==> src/rtl/core/hma_pkg.sv <==
// Package with the types and constants of the heading core.
`timescale 1ns / 1ps
package hma_pkg;

  localparam int unsigned HMA_IN_W      = 16;
  localparam int unsigned HMA_HEADING_W = 15;
  localparam int unsigned HMA_ZFRAC     = 20;
  // Vector datapath: 17 integer bits after pre-rotation, CORDIC gain, 20 fraction bits.
  localparam int unsigned HMA_XW        = 40;
  // Angle accumulator in degrees with 20 fraction bits, range about -100 to 280 degrees.
  localparam int unsigned HMA_ZW        = 32;
  localparam int unsigned HMA_TABLE_LEN = 24;
  localparam int          HMA_HALF_TURN_DEG = 180;
  localparam int          HMA_FULL_TURN_DEG = 360;

  // atan(2^-i) in degrees with 20 fraction bits, rounded to nearest.
  localparam int HMA_ATAN_Q20 [HMA_TABLE_LEN] = '{
    47185920, 27855475, 14718068, 7471121, 3750058, 1876857,
    938658, 469357, 234682, 117342, 58671, 29335,
    14668, 7334, 3667, 1833, 917, 458,
    229, 115, 57, 29, 14, 7
  };

  typedef struct packed {
    logic                     valid;
    logic                     zero;
    logic signed [HMA_XW-1:0] x;
    logic signed [HMA_XW-1:0] y;
    logic signed [HMA_ZW-1:0] z;
  } hma_stage_t;

endpackage

==> src/rtl/core/hma_cordic_cell.sv <==
// One vectoring CORDIC rotation cell with its own pipeline register.
`timescale 1ns / 1ps
module hma_cordic_cell import hma_pkg::*; #(
  parameter int unsigned IDX = 0
) (
  input  logic       clk_i,
  input  logic       rst_ni,
  input  hma_stage_t stage_i,
  output logic       ready_o,
  input  logic       take_i,
  output hma_stage_t stage_o
);

  localparam logic signed [HMA_ZW-1:0] AtanZ = HMA_ZW'(HMA_ATAN_Q20[IDX]);

  logic                     valid_q;
  hma_stage_t               data_q, data_d;
  logic signed [HMA_XW-1:0] x_s, y_s, dx, dy;
  logic signed [HMA_ZW-1:0] z_s;

  assign ready_o = !valid_q || take_i;

  always_comb begin
    x_s = stage_i.x;
    y_s = stage_i.y;
    z_s = stage_i.z;
    // Arithmetic shift right floors, as the stage shift requires.
    dx  = y_s >>> IDX;
    dy  = x_s >>> IDX;
    data_d = stage_i;
    if (!y_s[HMA_XW-1]) begin
      data_d.x = x_s + dx;
      data_d.y = y_s - dy;
      data_d.z = z_s + AtanZ;
    end else begin
      data_d.x = x_s - dx;
      data_d.y = y_s + dy;
      data_d.z = z_s - AtanZ;
    end
  end

  always_ff @(posedge clk_i or negedge rst_ni) begin
    if (!rst_ni) begin
      valid_q <= 1'b0;
    end else if (ready_o) begin
      valid_q <= stage_i.valid;
    end
  end

  always_ff @(posedge clk_i) begin
    if (ready_o && stage_i.valid) begin
      data_q <= data_d;
    end
  end

  always_comb begin
    stage_o       = data_q;
    stage_o.valid = valid_q;
  end

endmodule

==> config.mk <==
export PLATFORM = sky130hd
export DESIGN_NAME = hma_cordic_cell
export DESIGN_NICKNAME = d
export VERILOG_FILES = /design/src/rtl/core/hma_pkg.sv /design/src/rtl/core/hma_cordic_cell.sv
export SDC_FILE = /design/constraint.sdc
export NUM_CORES = 1
export LEC_CHECK = 0
export CAP_MARGIN = 25
export CORE_MARGIN = 8
export CORE_UTILIZATION = 50
export DETAILED_ROUTE_END_ITERATION = 8
export DONT_BUFFER_PORTS = 1
export GPL_TIMING_DRIVEN = 0
export PLACE_DENSITY = 0.66
export SLEW_MARGIN = 25
export SYNTH_ARGS = -nofsm -noshare
export SYNTH_HDL_FRONTEND = slang
export SYNTH_SLANG_ARGS = --single-unit
==> constraint.sdc <==
create_clock -name clk_i -period 3.7 [get_ports clk_i]
set_clock_uncertainty 0.2 [all_clocks]
set_input_delay 0.185 -clock clk_i [delete_from_list [all_inputs] [get_ports clk_i]]
set_output_delay 0.185 -clock clk_i [all_outputs]
set_load 0.01 [all_outputs]
# Yosys cells after proc, flatten, opt, wreduce, memory -nomap -nowiden
# Cells that the tools add are included.
dict set report totals {
  register_bits 114
  latch_bits 0
  mem_bits_rw 0
  rom_bits 0
  inputBits 117
  output_inout_bits 115
  elab_cells 14
  mem_count 0
}
dict set report classes {
  n_addsub 5
  mul 0
  div 0
  order_cmp 0
  eq_ne 0
  shifts 0
  mux 1
  n_bitwise 0
  reduce_logical 3
}
# operator n
set op_table {}
lappend op_table {{two-way mux 112 bit} 1}
lappend op_table {{subtractor 40 bit} 2}
lappend op_table {{adder 40 bit} 1}
lappend op_table {{adder 32 x 27 -> 32 bit (second input constant)} 1}
lappend op_table {{subtractor 32 x 27 -> 32 bit (second input constant)} 1}
lappend op_table {{logical AND 1 bit} 1}
lappend op_table {{zero test 1 bit} 1}
lappend op_table {{logical OR 1 bit} 1}

# Depth between registers and ports, before layout
dict set report depth {
  ltp_word 3
  depth_mapped 13
  ltp_nobuf 11
}

# Worst setup path after synthesis
# OpenSTA, ideal clock, no wires.
dict set report synth_timing {
  kind {register to register}
  from {reg valid_q}
  to {reg data_q (netlist bit stage_o[0]) (enable)}
  setup_ps 484
  t_arrival_ps 3134
  setup_slack_ps -119
  path_stages_with_launch 3
  synth_period_minus_slack_ps 3819
  cell_sequence {dfrtp_1 -> nand2b_1 -> and2_1}
}
dict set report synth_between {
  elab_chain_len 3
}
# element line
set synth_rtl {}
lappend synth_rtl {{from (decl)} hma_cordic_cell.sv:16} ;# logic valid_q;
lappend synth_rtl {{from (signal assigned)} hma_cordic_cell.sv:46} ;# valid_q <= stage_i.valid;
lappend synth_rtl {{zero test 1 bit} hma_cordic_cell.sv:21} ;# assign ready_o = !valid_q || take_i;
lappend synth_rtl {{logical OR 1 bit} hma_cordic_cell.sv:21}
lappend synth_rtl {{named net ready_o} hma_cordic_cell.sv:9} ;# output logic ready_o,
lappend synth_rtl {{logical AND 1 bit} hma_cordic_cell.sv:51} ;# if (ready_o && stage_i.valid) begin
lappend synth_rtl {{to (signal assigned)} hma_cordic_cell.sv:52} ;# data_q <= data_d;
lappend synth_rtl {{to (decl)} hma_cordic_cell.sv:17} ;# hma_stage_t data_q, data_d;
# The timed path passes the listed nets, and every way through them passes these cells.
# A chain may end at the register's enable or synchronous reset.

==> results.py <==
metrics = {
    "placed_design": {
        "placedCellCount": 1660,
        "place_ws_ns": -0.5240,
        "placed_cell_area_sq_um": 11970,
        "hpwl_um": 34160,
        "io_buffers": 0,
        "gp_congestion": 0.9814,
    },
    "logic_synthesis": {
        "syn_area_per_cell_sq_um": 8.414,
        "synth_seq_area_share_pct": 29.33,
        "syn-num-nets": 1634,
        "synth_cell_type_count": 80,
        "netlist_instances": 1373,
        "synth_largest_area_cell": "edfxtp_1",
        "syn-cell-area_sq_um": 11550,
        "ys_async_sr_fraction_pct": 0.8850,
        "synth_edf_count": 112,
        "synth.most_common_cell": "a21oi_1",
        "synth_top_area_share_pct": 29.11,
        "yosys_register_bits": 113,
        "ys_top_cells_by_count": "a21oi_1 (164), ha_1 (140), inv_1 (123)",
        "ys_warn_count": 0,
        "synth_flop_cell": "edfxtp_1",
        "synth.area.top_cells": "edfxtp_1 (29%), ha_1 (15%), a21oi_1 (7.1%), xnor2_1 (5.5%), o21ai_0 (4.8%)",
    },
    "power": {
        "total_power_mw": 5.059,
        "powerDensity_nw_per_um2": 388.5,
        "irDropWorstVdd_v": 0.0002264,
        "leakage_nw": 5.226,
    },
    "clocking": {
        "clk-insertion-delay-late_ns": 0.42,
        "post_cts_buffers": 0,
        "cts_tree": "yes",
        "clkTransAtPathRegs_ns": 0.07,
        "h-tree-depth": 4,
        "cts.sinks": 113,
        "root_buffer": "clkbuf_16",
        "cts_buffer_depth": 2,
        "numCtsBuffers": 17,
    },
    "min_path": {
        "hp-start": "stage_i[27]",
        "min_path_cells": 5,
        "min_to": "stage_o[28]",
        "hp-class": "in2reg",
    },
    "sta": {
        "slew_viol_final": 0,
        "hold_viol": 0,
        "holdWs_ns": 0.01702,
        "tightest_slew_ns": 1.182,
        "fin_tns_setup_ns": -0.002746,
        "setup_slack_ns": -0.002746,
        "setup_violations": 1,
        "min_period_ns": 3.703,
        "rsz0062_at_grt": "no",
        "max_freq_ghz": 0.2701,
        "post-route-period-util_pct": 100.1,
        "maxSlewHeadroom_pct": 20.11,
    },
    "critical_path": {
        "r2r_slack_ns": 1.68,
        "required_ns": 3.73,
        "timing.rr.end": "stage_o[95]",
        "criticalPathCategory": "in2reg",
        "cp_data_arrival_time_ns": 3.73,
        "r2r_cells": 4,
        "end_kind": "flop",
        "cp-start-kind": "input pin",
        "crit_fanout": 10,
        "r2r_start": "valid_q",
    },
    "drt": {
        "via_count": 11090,
        "wl_per_cell_um": 25.01,
        "drt_pass1_iterations": 5,
        "route.detailed.drc": 0,
        "viasPerCell": 6.389,
        "ant_nets": 0,
        "wl_um": 43420,
        "drt_iter0_drc": 1240,
    },
    "grt": {
        "grt_pass1_vias": 10670,
        "antenna_found_initial": 0,
        "overflow": 0,
        "grt.total_usage_pct": 29.71,
        "grt_pass1_wl_um": 65040,
        "grt_max_degree": 58,
    },
    "job": {
        "max_cap_viol_count": 0,
    },
    "die": {
        "fp.dieH_um": 168,
        "ios": 232,
        "start_util_pct": 51.03,
        "core_region_area_sq_um": 22640,
        "core.rowCount": 55,
        "die_area_sq_um": 28220,
        "die_w_um": 168,
    },
    "outcome": {
        "violations": "setup timing",
        "status": "finished with violations",
    },
    "finish": {
        "finish.utilization_pct": 57.51,
        "fin_nets": 1699,
        "fin_area_sq_um": 13020,
        "drive_above_1_share_pct": 6.272,
        "diodes": 0,
        "fillCellCount": 2093,
        "area_growth_pct": 12.71,
        "stdcell_count": 1736,
    },
}
[timing repair]
| action | in CTS | in global routing |
|---|---|---|
| endpoints found under the setup margin | 1 | 7 |
| hold buffers | 44 | 0 |
| gates resized for setup | 1 | 4 |
| hold endpoints to repair | 48 | 0 |
[report_power, final]
group | switching, mW | internal, mW | leakage, nW | total [mW]
Sequential | 0.121 | 1.62 | 1.08 | 1.74
Combinational | 1.07 | 0.587 | 3.87 | 1.66
Clock | 0.712 | 0.947 | 0.283 | 1.66
[critical path, cell delays in order]
cell and delay, ns:
inv_1 0.02, ha_1 0.31, buf_4 0.20, nor4_1 0.53, nand2_1 0.15, a211oi_1 0.55
o31a_1 0.44, a41oi_2 0.26, o31ai_4 0.37, a21oi_1 0.22, o2111a_1 0.28, nor3_1 0.22
[flip-flops by register name (all words and copies together), names as in the netlist]
name     count
valid_q      1
stage_o    112
[how the worst max path moves through the flow]
stage | startpoint | to | cells after the start
2_1_floorplan | stage_i[32] | stage_o[110] | 11
3_3_place_gp | stage_i[45] | stage_o[71] | 12
3_5_place_dp | stage_i[39] | stage_o[71] | 11
4_1_cts | stage_i[39] | stage_o[70] | 11
5_1_grt | stage_i[71] | stage_o[30] | 13
6_report | stage_i[41] | stage_o[69] | 12
[placed cells by master (no fill, tap or decap), types with 17 or more instances in the layout]
cell type,n
dlygate4sd3_1,44
xnor2_1,73
o21bai_1,42
nand3_1,23
inv_1,123
ha_1,140
clkbuf_1,29
nor2_1,122
clkbuf_16,17
o21ai_0,111
nor3_1,25
a21oi_1,164
nand4_1,24
edfxtp_1,112
nand2_1,77
a21o_1,18
[cell type report]
class	instances	area [sq um]	area share (%)
Buffer	56	242.7	1.864
Clock inverter	15	152.6	1.172
Timing Repair Buffer	46	495.5	3.805
Sequential cell	113	3388	26.02
Inverter	132	495.5	3.805
Tap cell	285	356.6	2.739
Multi-Input combinational cell	1072	7465	57.33
Clock buffer	17	425.4	3.267
[kinds of logic after synthesis]
| kind of cell | synth area share (%) |
|---|---|
| compound gates | 26.77 |
| xor+xnor | 5.989 |
| fa+ha+maj | 15.86 |
| buf+inv | 6.390 |
| flops | 29.33 |
| mux | 1.603 |
| simple gates | 14.06 |
[metal layers]
layer | vias up | GRT usage [%] | part of all wire (%)
met5 | - | 0 | 0
li1 | 5099 | - | -
met2 | 593 | 48.73 | 46
met1 | 5321 | 38.00 | 42
met4 | 0 | 9.550 | 2.8
met3 | 79 | 7.039 | 9.4
(Power assumes the default switching activity.)
