<file path="src/rtl/core/hma_pkg.sv">
// Package with the types and constants of the heading core.
`timescale 1ns / 1ps
package hma_pkg;

  localparam int unsigned HMA_IN_W      = 16;
  localparam int unsigned HMA_HEADING_W = 15;
  localparam int unsigned HMA_ZFRAC     = 20;
  // Vector datapath: 17 integer bits after pre-rotation, CORDIC gain, 20 fraction bits.
  localparam int unsigned HMA_XW        = 40;
  // Angle accumulator in degrees with 20 fraction bits, range about -100 to 280 degrees.
  localparam int unsigned HMA_ZW        = 32;
  localparam int unsigned HMA_TABLE_LEN = 24;
  localparam int          HMA_HALF_TURN_DEG = 180;
  localparam int          HMA_FULL_TURN_DEG = 360;

  // atan(2^-i) in degrees with 20 fraction bits, rounded to nearest.
  localparam int HMA_ATAN_Q20 [HMA_TABLE_LEN] = '{
    47185920, 27855475, 14718068, 7471121, 3750058, 1876857,
    938658, 469357, 234682, 117342, 58671, 29335,
    14668, 7334, 3667, 1833, 917, 458,
    229, 115, 57, 29, 14, 7
  };

  typedef struct packed {
    logic                     valid;
    logic                     zero;
    logic signed [HMA_XW-1:0] x;
    logic signed [HMA_XW-1:0] y;
    logic signed [HMA_ZW-1:0] z;
  } hma_stage_t;

endpackage

</file>
<file path="src/rtl/core/hma_pre_cell.sv">
// Entry cell: scales the sample, folds the left half plane and flags a zero vector.
`timescale 1ns / 1ps
module hma_pre_cell import hma_pkg::*; (
  input  logic                       clk_i,
  input  logic                       rst_ni,
  input  logic                       valid_i,
  input  logic signed [HMA_IN_W-1:0] axis_x_i,
  input  logic signed [HMA_IN_W-1:0] axis_y_i,
  output logic                       ready_o,
  input  logic                       take_i,
  output hma_stage_t                 stage_o
);

  localparam logic signed [HMA_ZW-1:0] HalfTurnZ = HMA_ZW'(HMA_HALF_TURN_DEG <<< HMA_ZFRAC);

  logic                     valid_q;
  hma_stage_t               data_q, data_d;
  logic signed [HMA_XW-1:0] x_s, y_s;

  assign ready_o = !valid_q || take_i;

  always_comb begin
    x_s = HMA_XW'(axis_x_i) <<< HMA_ZFRAC;
    y_s = HMA_XW'(axis_y_i) <<< HMA_ZFRAC;
    data_d       = '0;
    data_d.valid = 1'b1;
    data_d.zero  = (axis_x_i == '0) && (axis_y_i == '0);
    if (x_s < 0) begin
      data_d.x = -x_s;
      data_d.y = -y_s;
      data_d.z = HalfTurnZ;
    end else begin
      data_d.x = x_s;
      data_d.y = y_s;
      data_d.z = '0;
    end
  end

  always_ff @(posedge clk_i or negedge rst_ni) begin
    if (!rst_ni) begin
      valid_q <= 1'b0;
    end else if (ready_o) begin
      valid_q <= valid_i;
    end
  end

  always_ff @(posedge clk_i) begin
    if (ready_o && valid_i) begin
      data_q <= data_d;
    end
  end

  always_comb begin
    stage_o       = data_q;
    stage_o.valid = valid_q;
  end

endmodule

</file>
<file path="config.mk">
export PLATFORM = sky130hd
export DESIGN_NAME = hma_pre_cell
export DESIGN_NICKNAME = d
export VERILOG_FILES = /design/src/rtl/core/hma_pkg.sv /design/src/rtl/core/hma_pre_cell.sv
export SDC_FILE = /design/constraint.sdc
export NUM_CORES = 1
export LEC_CHECK = 0
export BUFFER_PORTS_ARGS = -buffer_cell sky130_fd_sc_hd__buf_2
export CORE_UTILIZATION = 40
export DETAILED_ROUTE_END_ITERATION = 8
export GPL_ROUTABILITY_DRIVEN = 0
export PLACE_DENSITY = 0.86
export SYNTH_ARGS = -nofsm -noshare
export SYNTH_HDL_FRONTEND = slang
export SYNTH_SLANG_ARGS = --single-unit
</file>
<file path="constraint.sdc">
create_clock -name clk_i -period 1.7 [get_ports clk_i]
set_input_delay 0.255 -clock clk_i [delete_from_list [all_inputs] [get_ports clk_i]]
set_output_delay 0.255 -clock clk_i [all_outputs]
set_load 0.05 [all_outputs]
</file>
==> After elaboration in Yosys (flattened, before gate mapping) <==
Cells that the tools add are included.
{ "word_totals": {"regBits": 114, "out_inout_bits": 115} }
{ "op_classes": {"addsub": 2, "reduce_logical": 6, "muxes": 1, "order_cmp": 1} }
{ "op_table": {"columns": ["operator", "n"], "rows": [
  ["two-way mux 112 bit", 1],
  ["negator 36 -> 40 bit", 2],
  ["less-than comparator 36 x 1 -> 1 bit, second input constant", 1],
  ["logical NOT 16 bit", 2],
  ["logical AND 1 bit", 2],
  ["logical NOT 1 bit", 1],
  ["logical OR 1 bit", 1]
]} }

==> Depth between registers and ports, before layout <==
{ "depth": {"ltp_word": 3, "ltp_mapped": 6} }

==> Worst setup path before layout <==
Ideal clock, no wire load.
{ "synth_timing": {"path_kind": "register to register", "startpoint": "reg valid_q", "endpoint": "reg data_q, in the netlist stage_o[100], enable pin", "slack_ns": -0.585, "required_time_ns": 1.297, "synth_period_minus_slack_ns": 2.285, "path_stages_with_launch": 3, "setup_time_ns": 0.403, "n_path_buf": 0, "t_arrival_ns": 1.882, "cell_sequence": "dfrtp_1 > nand2b_1 > and2_1"} }
{ "synth_via": {"elab_chain_len": 3} }
{ "synth_rtl": {"columns": ["element", "line", "rtl"], "rows": [
  ["start, declared", "hma_pre_cell.sv:16", "logic valid_q;"],
  ["start signal, assigned", "hma_pre_cell.sv:43", "valid_q <= valid_i;"],
  ["logical NOT 1 bit", "hma_pre_cell.sv:20", "assign ready_o = !valid_q || take_i;"],
  ["logical OR 1 bit", "hma_pre_cell.sv:20", null],
  ["named net ready_o", "hma_pre_cell.sv:9", "output logic ready_o,"],
  ["logical AND 1 bit", "hma_pre_cell.sv:48", "if (ready_o && valid_i) begin"],
  ["end signal, assigned", "hma_pre_cell.sv:49", "data_q <= data_d;"],
  ["end, declared", "hma_pre_cell.sv:17", "hma_stage_t data_q, data_d;"]
]} }
The timed path passes the listed nets, and every way through them passes these cells.
A chain may end at the register's enable or synchronous reset.

==> results by stage <==
STA:
- The final number of setup-violating endpoints is 0.
- After layout, the worst path uses 96.3% of the clock period.
- The worst hold slack across all endpoints is 0.176 ns.
- The setup slack after layout is 0.0628 ns.
- The max-slew headroom at the worst pin is 56.9%.
- After routing, the total negative slack on setup checks comes to 0 ns.
- The slew at the pin closest to its max-slew limit is 0.647 ns.
- The peak clock frequency supported by timing is 611 MHz.
- Setup repair after global routing left no endpoint under its margin.
- The hold violation total from the final report is 0.
- The final number of max-transition violations was 0.
- The clock skew after layout is 0.00698 ns.
- The final critical path time including I/O delays and setup is 1.64 ns.

Floorplanning:
- The number of standard-cell rows in the floorplan is 29.
- In this run the count of I/O pins placed on the die edge is 151.
- For this configuration, the core starts out at a cell density of 41.2%.
- The core box area is 6310 sq um.
- The die covers 6830 sq um.
- The height of the chip is 82.7 um.
- The die is 82.7 um wide.

Routing:
- Wires add up to 4950 um.
- The first-pass iteration count of the detailed router is 4.
- The final routed wire length divided by cell count is 12.4 um.
- The starting DRC count in detailed routing is 69.
- In the routed design, unresolved DRC markers number 0.
- The routed via count is 1795.
- The number of nets with antenna violations after detailed routing is 0.
- After detailed routing, the number of vias per cell comes to 4.50.

GRT:
- The number of antenna violations at the first check in global routing is 0.
- The via count of the first global-routing pass is 1480.
- The first global-routing pass estimated 6890 um of wire.
- Global routing used 13.7% of the available tracks across all layers.
- The final global-route overflow total is 0.
- Entering global routing, the biggest net connects 36 pins.

Cells and area:
- The layout overhead on the synthesized area is 19.0%.
- Leaving out fill and tap cells, the most frequent cells in the layout are sky130_fd_sc_hd__buf_2 (82), sky130_fd_sc_hd__conb_1 (72), sky130_fd_sc_hd__edfxtp_1 (42), sky130_fd_sc_hd__xnor2_1 (27), sky130_fd_sc_hd__buf_4 (21).
- The post-route netlist has 37.9% of its cells at a drive strength greater than 1.
- The most common cell after layout, fill and taps aside is sky130_fd_sc_hd__buf_2.
- The final antenna diode count is 0.
- For this run, the post-layout net count is 359.
- The non-filler instance count after layout is 399.

Power:
- The analysis attributes to net switching a power of 0.00113 W.
- The proportion of power drawn by combinational gates is 31.1%.
- The overall power consumption is 0.00305 W.
- The relative contribution of the clock network to total power is 27.0%.
- The leakage power is 1.37 nW.
- The internal portion of the total power is 0.00192 W.
- For this design the ratio of total power to cell area is 985 nW/um^2.
- The worst-case IR drop observed on VDD is 0.681 mV.
- The part of the total power dissipated in sequential elements is 41.8%.
- Net switching is 37.1% of the power.

Placement:
- After legalization and detailed placement, the total HPWL measured 3750 um.
- The count of placed standard cells including taps is 390.
- The number of buffers added on ports is 82.
- Prior to clock tree synthesis, the placed netlist has a worst setup slack of -0.251 ns.

Hold path:
- The class of the most critical hold timing path is in2reg.
- The number of cells on the worst hold path is 2.
- The end point of the most critical hold path is valid_q.
- The launch point of the worst hold path is valid_i.

Status:
- The run finished with clean final reports.

Critical path:
- The reg-to-reg setup timing slack is 0.38 ns.
- Of all nets on the critical path, the largest fanout is 5.
- The worst setup path is of the in2reg kind.
- The startpoint type of the worst setup path is an input port.
- The destination of the worst register-to-register timing path is stage_o[68].
- The endpoint required time on the critical path is 1.74 ns.
- The launching point of the worst reg2reg path is valid_q.
- The worst-case reg-to-reg path depth is 3.
- At the worst endpoint, the arrival time is 1.68 ns.
- The endpoint type of the worst setup path is a flip-flop.

Yosys:
- The cell count after synthesis is 220.
- During synthesis, Yosys emitted a total of 0 warnings.
- Among all flip-flop cells after synthesis, the most frequent one is sky130_fd_sc_hd__edfxtp_1.
- The post-synthesis cell type count is 27.
- The sequential fraction of the synthesis area is 49.4%.
- The share of flip-flops with an asynchronous set or reset after synthesis is 2.33%.
- A synthesized cell averages 11.8 sq um.
- The register bit count reported by yosys is 43.
- The count of flip-flops with a built-in enable after synthesis is 42.
- The post-synth design cell area is 2600 sq um.

CTS:
- The clock passes through at most 2 buffers.
- The H-tree depth is 2.
- The clock tree root driver cell is sky130_fd_sc_hd__clkbuf_8.
- Post-CTS timing repair inserted 0 buffers for setup.
- The number of buffers created by CTS is 5.
- The number of instances resized during post-cts repair is 0.
- Clock-pin slew was measured on the worst setup and hold paths at 0.08 ns.
- At the later pin of the worst-skew pair, clock insertion delay measures 0.30 ns.
- The number of clock sinks seen by CTS is 43.
- The CTS tree is built.

Job:
- The tool flagged a number of max-cap violations equal to 0.
per-stage QoR:
stage          area (sq um)  util, %
4_1_cts                3100     49.0
2_1_floorplan          2870        -
3_5_place_dp           2970     47.0
3_3_place_gp           2970     47.0
6_report               3100     49.0
5_1_grt                3100     49.0
layout make-up:
type / count / area, sq um
clock buffer: 6 / 82.6
timing repair buffer: 105 / 598
tap: 77 / 96.3
inverter: 5 / 18.8
clock inverter: 2 / 35.0
multi-input combinational: 161 / 980
fill: 554 / 3220
sequential: 43 / 1290
synth_stat cells, types with 2 or more instances:
cell type | count | area, sq um
sky130_fd_sc_hd__or4_4 | 2 | 22.5
sky130_fd_sc_hd__inv_1 | 5 | 18.8
sky130_fd_sc_hd__o41ai_2 | 3 | 48.8
sky130_fd_sc_hd__or3_1 | 5 | 31.3
sky130_fd_sc_hd__or4_1 | 4 | 30.0
sky130_fd_sc_hd__or2_2 | 2 | 12.5
sky130_fd_sc_hd__nand2b_1 | 5 | 31.3
sky130_fd_sc_hd__buf_4 | 72 | 541
sky130_fd_sc_hd__nor4_1 | 2 | 12.5
sky130_fd_sc_hd__o31ai_1 | 9 | 67.6
sky130_fd_sc_hd__clkbuf_1 | 8 | 30.0
sky130_fd_sc_hd__o21ai_0 | 10 | 50.1
sky130_fd_sc_hd__nor3_1 | 2 | 10.0
sky130_fd_sc_hd__xnor2_1 | 27 | 236
sky130_fd_sc_hd__ha_1 | 2 | 25.0
sky130_fd_sc_hd__o41ai_1 | 6 | 52.6
sky130_fd_sc_hd__edfxtp_1 | 42 | 1260
sky130_fd_sc_hd__nand2_1 | 5 | 18.8
worst max path at each step:
stage               cells after the start        start  slack (ns)            to
finish                                  5  axis_y_i[0]        0.06   stage_o[59]
global route                            7  axis_y_i[0]        0.01   stage_o[70]
CTS                                     5  axis_y_i[0]        0.06   stage_o[59]
detailed placement                      5  axis_y_i[0]       -0.25   stage_o[59]
global placement                        5  axis_y_i[0]       -0.20   stage_o[59]
floorplan                               6  axis_x_i[1]        0.03  stage_o[104]
logic make-up (layout without fill, tap and decap cells):
group,count (synthesis),count (layout),share of synthesized area (%)
adder cells (fa/ha/maj),2,2,0.961
buffers and inverters,87,118,23.3
flip-flops,43,43,49.4
XOR/XNOR,27,27,9.09
other,1,72,0.144
AND/OR/NAND/NOR,31,31,7.64
AO/OA/AOI/OAI,29,29,9.47
sequential cells by signal (all words and copies together) (netlist names):
signal   count
valid_q      1
stage_o     42
metal layers:
layer | track usage (%) | vias up | wire (um) | share of wire, %
met3 | 3.41 | 11 | 437 | 8.8
met2 | 25.2 | 120 | 2560 | 52
met4 | 6.38 | 0 | 111 | 2.2
met5 | 0 | - | 0 | 0
li1 | - | 834 | - | -
met1 | 14.7 | 830 | 1840 | 37
critical path, stage by stage:
cell and delay [ns]:
sky130_fd_sc_hd__buf_2 0.12, sky130_fd_sc_hd__or4_1 0.68, sky130_fd_sc_hd__buf_4 0.21, sky130_fd_sc_hd__o41ai_1 0.29
sky130_fd_sc_hd__xnor2_1 0.12
power by group through the flow:
stage               logic [W]  registers (W)  clock network [W]
finish               0.000950        0.00128           0.000825
global route          0.00100        0.00129           0.000877
CTS                  0.000949        0.00128           0.000834
detailed placement   0.000944        0.00130                  0
global placement     0.000926        0.00130                  0
floorplan            0.000633        0.00154                  0
repair_timing:
item	CTS	global route
hold buffers	1	0
hold endpoints to repair	1	0
endpoints found under the setup margin	0	0
Note: power is estimated with default switching activity, not from simulation.
