===== config.mk =====
export PLATFORM = sky130hd
export DESIGN_NAME = hma_out_cell
export DESIGN_NICKNAME = d
export VERILOG_FILES = /design/src/rtl/core/hma_pkg.sv /design/src/rtl/core/hma_out_cell.sv
export SDC_FILE = /design/constraint.sdc
export NUM_CORES = 1
export LEC_CHECK = 0
export BUFFER_PORTS_ARGS = -buffer_cell sky130_fd_sc_hd__buf_2
export CORE_ASPECT_RATIO = 0.75
export CORE_MARGIN = 4
export CORE_UTILIZATION = 35
export DETAILED_ROUTE_END_ITERATION = 10
export GPL_TIMING_DRIVEN = 0
export PLACE_DENSITY_LB_ADDON = 0.3
export SLEW_MARGIN = 5
export SYNTH_ARGS = -nofsm -noshare
export SYNTH_HDL_FRONTEND = slang
export SYNTH_SLANG_ARGS = --single-unit

===== constraint.sdc =====
create_clock -name clk_i -period 1.67 [get_ports clk_i]
set_input_delay 0.167 -clock clk_i [delete_from_list [all_inputs] [get_ports clk_i]]
set_output_delay 0.167 -clock clk_i [all_outputs]
set_load 0.02 [all_outputs]

===== src/rtl/core/hma_pkg.sv =====
// Package with the types and constants of the heading core.
`timescale 1ns / 1ps
package hma_pkg;

  localparam int unsigned HMA_IN_W      = 16;
  localparam int unsigned HMA_HEADING_W = 15;
  localparam int unsigned HMA_ZFRAC     = 20;
  // Vector datapath: 17 integer bits after pre-rotation, CORDIC gain, 20 fraction bits.
  localparam int unsigned HMA_XW        = 40;
  // Angle accumulator in degrees with 20 fraction bits, range about -100 to 280 degrees.
  localparam int unsigned HMA_ZW        = 32;
  localparam int unsigned HMA_TABLE_LEN = 24;
  localparam int          HMA_HALF_TURN_DEG = 180;
  localparam int          HMA_FULL_TURN_DEG = 360;

  // atan(2^-i) in degrees with 20 fraction bits, rounded to nearest.
  localparam int HMA_ATAN_Q20 [HMA_TABLE_LEN] = '{
    47185920, 27855475, 14718068, 7471121, 3750058, 1876857,
    938658, 469357, 234682, 117342, 58671, 29335,
    14668, 7334, 3667, 1833, 917, 458,
    229, 115, 57, 29, 14, 7
  };

  typedef struct packed {
    logic                     valid;
    logic                     zero;
    logic signed [HMA_XW-1:0] x;
    logic signed [HMA_XW-1:0] y;
    logic signed [HMA_ZW-1:0] z;
  } hma_stage_t;

endpackage


===== src/rtl/core/hma_out_cell.sv =====
// Exit cell: wraps the angle, rounds it to the output grid and holds the result.
`timescale 1ns / 1ps
module hma_out_cell import hma_pkg::*; #(
  parameter int unsigned ANGLE_FRACTION_BITS = 6
) (
  input  logic                     clk_i,
  input  logic                     rst_ni,
  input  hma_stage_t               stage_i,
  output logic                     ready_o,
  input  logic                     take_i,
  output logic                     valid_o,
  output logic [HMA_HEADING_W-1:0] heading_o,
  output logic                     vector_zero_o
);

  localparam int unsigned SH = HMA_ZFRAC - ANGLE_FRACTION_BITS;
  localparam logic signed [HMA_ZW-1:0] FullTurnZ = HMA_ZW'(HMA_FULL_TURN_DEG <<< HMA_ZFRAC);
  localparam logic signed [HMA_ZW-1:0] RoundZ    = HMA_ZW'(1) <<< (SH - 1);
  localparam logic [HMA_ZW-1:0]        FullTurnH =
    HMA_ZW'(HMA_FULL_TURN_DEG <<< ANGLE_FRACTION_BITS);

  logic                     valid_q;
  logic [HMA_HEADING_W-1:0] heading_q, heading_d;
  logic                     zero_q;
  logic signed [HMA_ZW-1:0] z_w, z_r;
  logic [HMA_ZW-1:0]        h;

  assign ready_o = !valid_q || take_i;

  always_comb begin
    z_w = stage_i.z;
    if (z_w < 0) begin
      z_w = z_w + FullTurnZ;
    end
    z_r = z_w + RoundZ;
    h   = HMA_ZW'(z_r >>> SH);
    // A value that rounds up to a full turn reads as zero.
    if (h >= FullTurnH) begin
      h = h - FullTurnH;
    end
    heading_d = stage_i.zero ? '0 : h[HMA_HEADING_W-1:0];
  end

  always_ff @(posedge clk_i or negedge rst_ni) begin
    if (!rst_ni) begin
      valid_q <= 1'b0;
    end else if (ready_o) begin
      valid_q <= stage_i.valid;
    end
  end

  always_ff @(posedge clk_i) begin
    if (ready_o && stage_i.valid) begin
      heading_q <= heading_d;
      zero_q    <= stage_i.zero;
    end
  end

  assign valid_o       = valid_q;
  assign heading_o     = heading_q;
  assign vector_zero_o = zero_q;

endmodule


### Word level (Yosys, flattened, before mapping)

Cells that the tools add are included.

| cells by class | value |
|---|---|
| $mul | 0 |
| add/sub/neg operators | 3 |
| divide/modulo/power cells | 0 |
| bitwise logic cells | 0 |
| equality and inequality tests | 0 |
| reductions and logical operators | 3 |
| $lt $le $gt $ge | 2 |
| shift operators | 0 |
| mux-type cells | 2 |

Operators with widths:

| kind | count |
|---|---|
| adder 32 x 15 -> 32 bit, second input constant | 1 |
| adder 32 x 30 -> 32 bit, second input constant | 1 |
| >= comparator 32 x 15 -> 1 bit, second input constant | 1 |
| < comparator 32 x 1 -> 1 bit, second input constant | 1 |
| two-way mux 32 bit | 1 |
| two-way mux 15 bit | 1 |
| subtractor 15 bit, second input constant | 1 |
| logical AND 1 bit | 1 |
| logical NOT 1 bit | 1 |
| logical OR 1 bit | 1 |

| storage, ports and cells | value |
|---|---|
| ROM bits | 0 |
| output and inout bits | 18 |
| latch bits | 0 |
| input bits | 117 |
| memories kept | 0 |
| register bits after elaboration | 17 |
| bits in writable memories | 0 |

### Longest topological paths before layout

| depth | value |
|---|---|
| depth in word-level cells | 5 |
| mapped depth | 10 |

### Least setup slack after synthesis

OpenSTA, ideal clock, no wires.

| path | value |
|---|---|
| kind | input port to flip-flop |
| start point | input stage_i[23] (netlist name) |
| end point | register heading_q[11], in the netlist heading_o[11] (data pin) |
| required time | 1.398 ns |
| path slack | -0.959 ns |
| buffers on the path | 0 |
| stages on the path | 7 |
| data arrival time | 2.357 ns |
| cell sequence | ha_1 -> or3_1 -> a21bo_1 -> a2111oi_2 -> mux2_4 -> and3_1 -> or4b_1 |

| between the ends | value |
|---|---|
| longest elaborated chain between the ends | 5 |
| elaborated cells between the ends (all ways) | 7 |
| those cells by class | add/sub (3); order compare (2); mux (2) |

Ends and longest elaborated chain:

| what | RTL line | text |
|---|---|---|
| from (decl) | hma_out_cell.sv:8 | `input hma_stage_t stage_i,` |
| adder 32 x 30 -> 32 bit / < comparator 32 x 1 -> 1 bit (equally long branches) | hma_out_cell.sv:33, hma_out_cell.sv:32 |  |
| two-way mux 32 bit (*) | hma_out_cell.sv:32 | `if (z_w < 0) begin` |
| adder 32 x 15 -> 32 bit (*) | hma_out_cell.sv:35 | `z_r = z_w + RoundZ;` |
| >= comparator 32 x 15 -> 1 bit / subtractor 15 bit (equally long branches) | hma_out_cell.sv:38, hma_out_cell.sv:39 |  |
| two-way mux 15 bit (*) | hma_out_cell.sv:38 | `if (h >= FullTurnH) begin` |
| to (signal assigned) | hma_out_cell.sv:54 | `heading_q <= heading_d;` |
| to (decl) | hma_out_cell.sv:23 | `logic [HMA_HEADING_W-1:0] heading_q, heading_d;` |

Every way passes the cells marked *; elsewhere a longest branch is shown, timed or not.
A chain may end at the register's enable or synchronous reset.

### Worst setup path in the final report

| path | value |
|---|---|
| start point | input stage_i[24] (netlist name) |
| end point | register heading_q[11], in the netlist heading_o[11] (data pin) |

Same word-level chain as after synthesis.

==> results by group <==
Synth
  – Syn Nets: 277
  – Most common cell in the netlist: nor2_1
  – Cell variety after synth: 55
  – Post-synth top flop: edfxtp_1
  – Async S/R FF share, synth: 5.88%
  – Netlist Area Pre-Place: 0.00150 mm²
  – Sequential share of the synthesized area: 33.7%
  – Top cells by count, synth: nor2_1 (19), edfxtp_1 (16), xnor2_1 (14)
  – Synth Instances: 157
  – Area share of the largest cell type after synthesis: 32.1%
  – Top cell type by total area after synthesis: edfxtp_1
  – Synth area leaders: edfxtp_1 (32%), xnor2_1 (8.2%), nor2_1 (4.8%)
  – Synth Register Bits: 17
  – Syn avg cell area: 9.55 µm²
  – Synth Warn #: 0
  – Post-synth EDFFs: 16

STA
  – Tcrit/Tclk final: 143%
  – Final hold violations: 0
  – Slew margin rel.: 57.4%
  – Setup violations, final: 6
  – Pins Over Slew Limit: 0
  – Final WS setup: -0.726 ns
  – Maximum operating frequency: 0.417 GHz
  – Clk_skew: 0.00764 ns
  – RSZ-0062 raised after global routing: yes
  – Minimum period implied by the final worst setup slack: 2.40 ns
  – Least-Margin Pin Slew: 0.640 ns

Run status
  – Run status: finished, violations left
  – Failing checks: negative setup slack

Power and ir drop
  – Leak: 0.000849 µW
  – Pint: 897 µW
  – Worst vdd ir: 0.000288 V
  – Net Sw Frac: 30.1%
  – Clock share of power: 22.2%
  – PwrDens: 589 mW/mm²
  – Sequential share of power: 40.0%
  – Psw: 387 µW
  – Combinational share of power: 37.9%

Placement
  – HPWL after DPL: 2.61 mm
  – Input/output buffers: 40
  – Placer Congestion: 0.815
  – DP Worst Slack: -1.13 ns
  – Dpl cells: 252

Critical path
  – Critical Path Slowest Stage Cell: or4b_4
  – CP arrival: 2.37 ns
  – Critical Path RT: 1.65 ns
  – Critical Path Source Type: primary input
  – Crit path cell chain: buf_8, buf_6, a211o_1, a21oi_2, xnor2_2, a2111oi_4, mux2_4, and3_4, or4b_4
  – Crit. End Element: register
  – CP max stage delay: 0.50 ns
  – CP Max Fanout: 4
  – CP Class: in2reg

Routing
  – Routed WL per cell: 12.9 µm
  – Post-route ant nets: 0
  – First-pass DRT Iterations: 4
  – Remaining DRCs: 0
  – Routed length on met1: 1.71 mm
  – Vias/cell: 5.03
  – Routed length on met2: 1.65 mm
  – DR iter-0 viols: 55
  – Post-detailed-routing wire length: 3.53 mm
  – Total number of vias: 1379
  – Met3 wire len: 149 µm
  – Top layer in use: met4

Floorplan
  – I/O Pins: 135
  – Die Ht: 64.7 µm
  – DIE AREA: 0.00540 mm²
  – Die W: 83.6 µm
  – Row count: 20
  – Core area: 0.00408 mm²
  – Initial Util: 36.7%

Global route
  – Overall Global Routing Usage: 12.2%
  – First-pass GRT wire length: 5.63 mm
  – Number of antenna violations at the first check in global routing: 0
  – Pin count of the biggest net entering global routing: 17
  – Gr ovfl total: 0
  – Vias in the first global route: 1220

Final layout
  – N_diodes: 0
  – Final std cells w/o fill: 274
  – Ratio of cells with drive above 1 in the final layout: 46.6%
  – Area grow syn2layout: 45.4%
  – Final nets: 340
  – Filler cells: 374

CTS
  – CTS Root Cell: clkbuf_8
  – Clock tree from TritonCTS: done
  – Worst-Skew Late Latency: 0.24 ns
  – Clk buf depth: 2
  – TritonCTS Buffers: 3
  – # clock sinks: 17
  – Clock-pin slew on the worst setup and hold paths: 0.06 ns
  – H-tree depth: 1

Worst hold path
  – Min-Delay Path Class: in2reg

Job
  – MaxCap Viol Count: 0
## power groups by stage
stage	Sequential, µW	Combinational (µW)	Clock, µW
2_1_floorplan	563	222	0
3_3_place_gp	522	383	0
3_5_place_dp	523	384	0
4_1_cts	514	431	292
5_1_grt	517	529	313
6_report	513	486	284
## kinds of logic after synthesis
logic type               Yosys count  synth area share, %
AO/OA/AOI/OAI                     30                 15.2
XOR/XNOR                          22                 13.9
adder cells (fa/ha/maj)            3                 2.50
buffers and inverters              9                 3.34
flip-flops                        17                 33.7
multiplexers                       3                 2.50
AND/OR/NAND/NOR                   73                 28.9
## cells in the final DEF (no fill, tap or decap), types with 5 or more instances in the layout
cell | synthesis | routed
nand2_1 | 5 | 5
xnor2_1 | 14 | 12
buf_4 | 0 | 19
nor2_1 | 19 | 18
nand3_1 | 8 | 6
buf_6 | 2 | 6
buf_2 | 1 | 31
edfxtp_1 | 16 | 16
xor2_1 | 6 | 5
nor3_1 | 6 | 6
## area by class of cell
| type | instances | area [µm²] | share of cell area, % |
|---|---|---|---|
| clock buffers | 3 | 41.3 | 1.89 |
| well taps | 55 | 68.8 | 3.16 |
| clock inverters | 1 | 5.00 | 0.230 |
| inverters | 3 | 11.3 | 0.517 |
| multi-input cells | 131 | 1100 | 50.5 |
| flip-flops and latches | 17 | 505 | 23.2 |
| plain buffers | 6 | 40.0 | 1.84 |
| repair buffers | 58 | 408 | 18.7 |
## worst max-delay path: cells and delay by family
| kind | cells | cell delay [ns] |
|---|---|---|
| compound gates | 3 | 0.87 |
| xor+xnor | 1 | 0.12 |
| buf+inv | 2 | 0.20 |
| mux | 1 | 0.36 |
| simple gates | 2 | 0.65 |
## per-stage QoR
stage	util [%]	power, µW	instance area, µm²	hold WS, ns	setup TNS, ns
after global routing	53.4	1360	2180	0.132	-4.13
after detailed placement	44.5	906	1820	-0.0561	-5.70
final	53.4	1280	2180	0.123	-3.71
after CTS	49.6	1240	2020	0.128	-3.88
after floorplan	-	784	1550	-0.129	-3.66
after global placement	44.5	904	1820	-0.0576	-5.65
## path summary, 6_finish.rpt
| path | from | endpoint | slack, ns | cells past startpoint |
|---|---|---|---|---|
| min in group asynchronous | rst_ni | valid_o | 0.23 | 2 |
| hold / removal | stage_i[113] | valid_o | 0.12 | 2 |
| setup / recovery | stage_i[24] | heading_o[11] | -0.73 | 9 |
| hold reg to reg | valid_o | valid_o | 0.53 | 2 |
| setup reg to reg | valid_o | heading_o[13] | 0.28 | 2 |
| max in group asynchronous | rst_ni | valid_o | 1.36 | 2 |
## repair_timing
item                                   in CTS  in global routing
endpoints found under the hold margin       1                  0
setup buffers                               9                  8
resized for setup                          19                 35
setup endpoints to repair                   6                  6
pin swaps                                   9                 13
hold buffers                                1                  0
## registers in the layout, indices dropped and copies added, names as in the netlist
| register | flops |
|---|---|
| vector_zero_o | 1 |
| valid_o | 1 |
| heading_o | 15 |
## routing by layer
metal / vias up / track usage (%)
li1: 719 / -
met1: 625 / 18.5
met4: 0 / 2.41
met2: 33 / 18.6
met3: 2 / 1.27
met5: - / 0
Power figures use the tool's default switching activity.
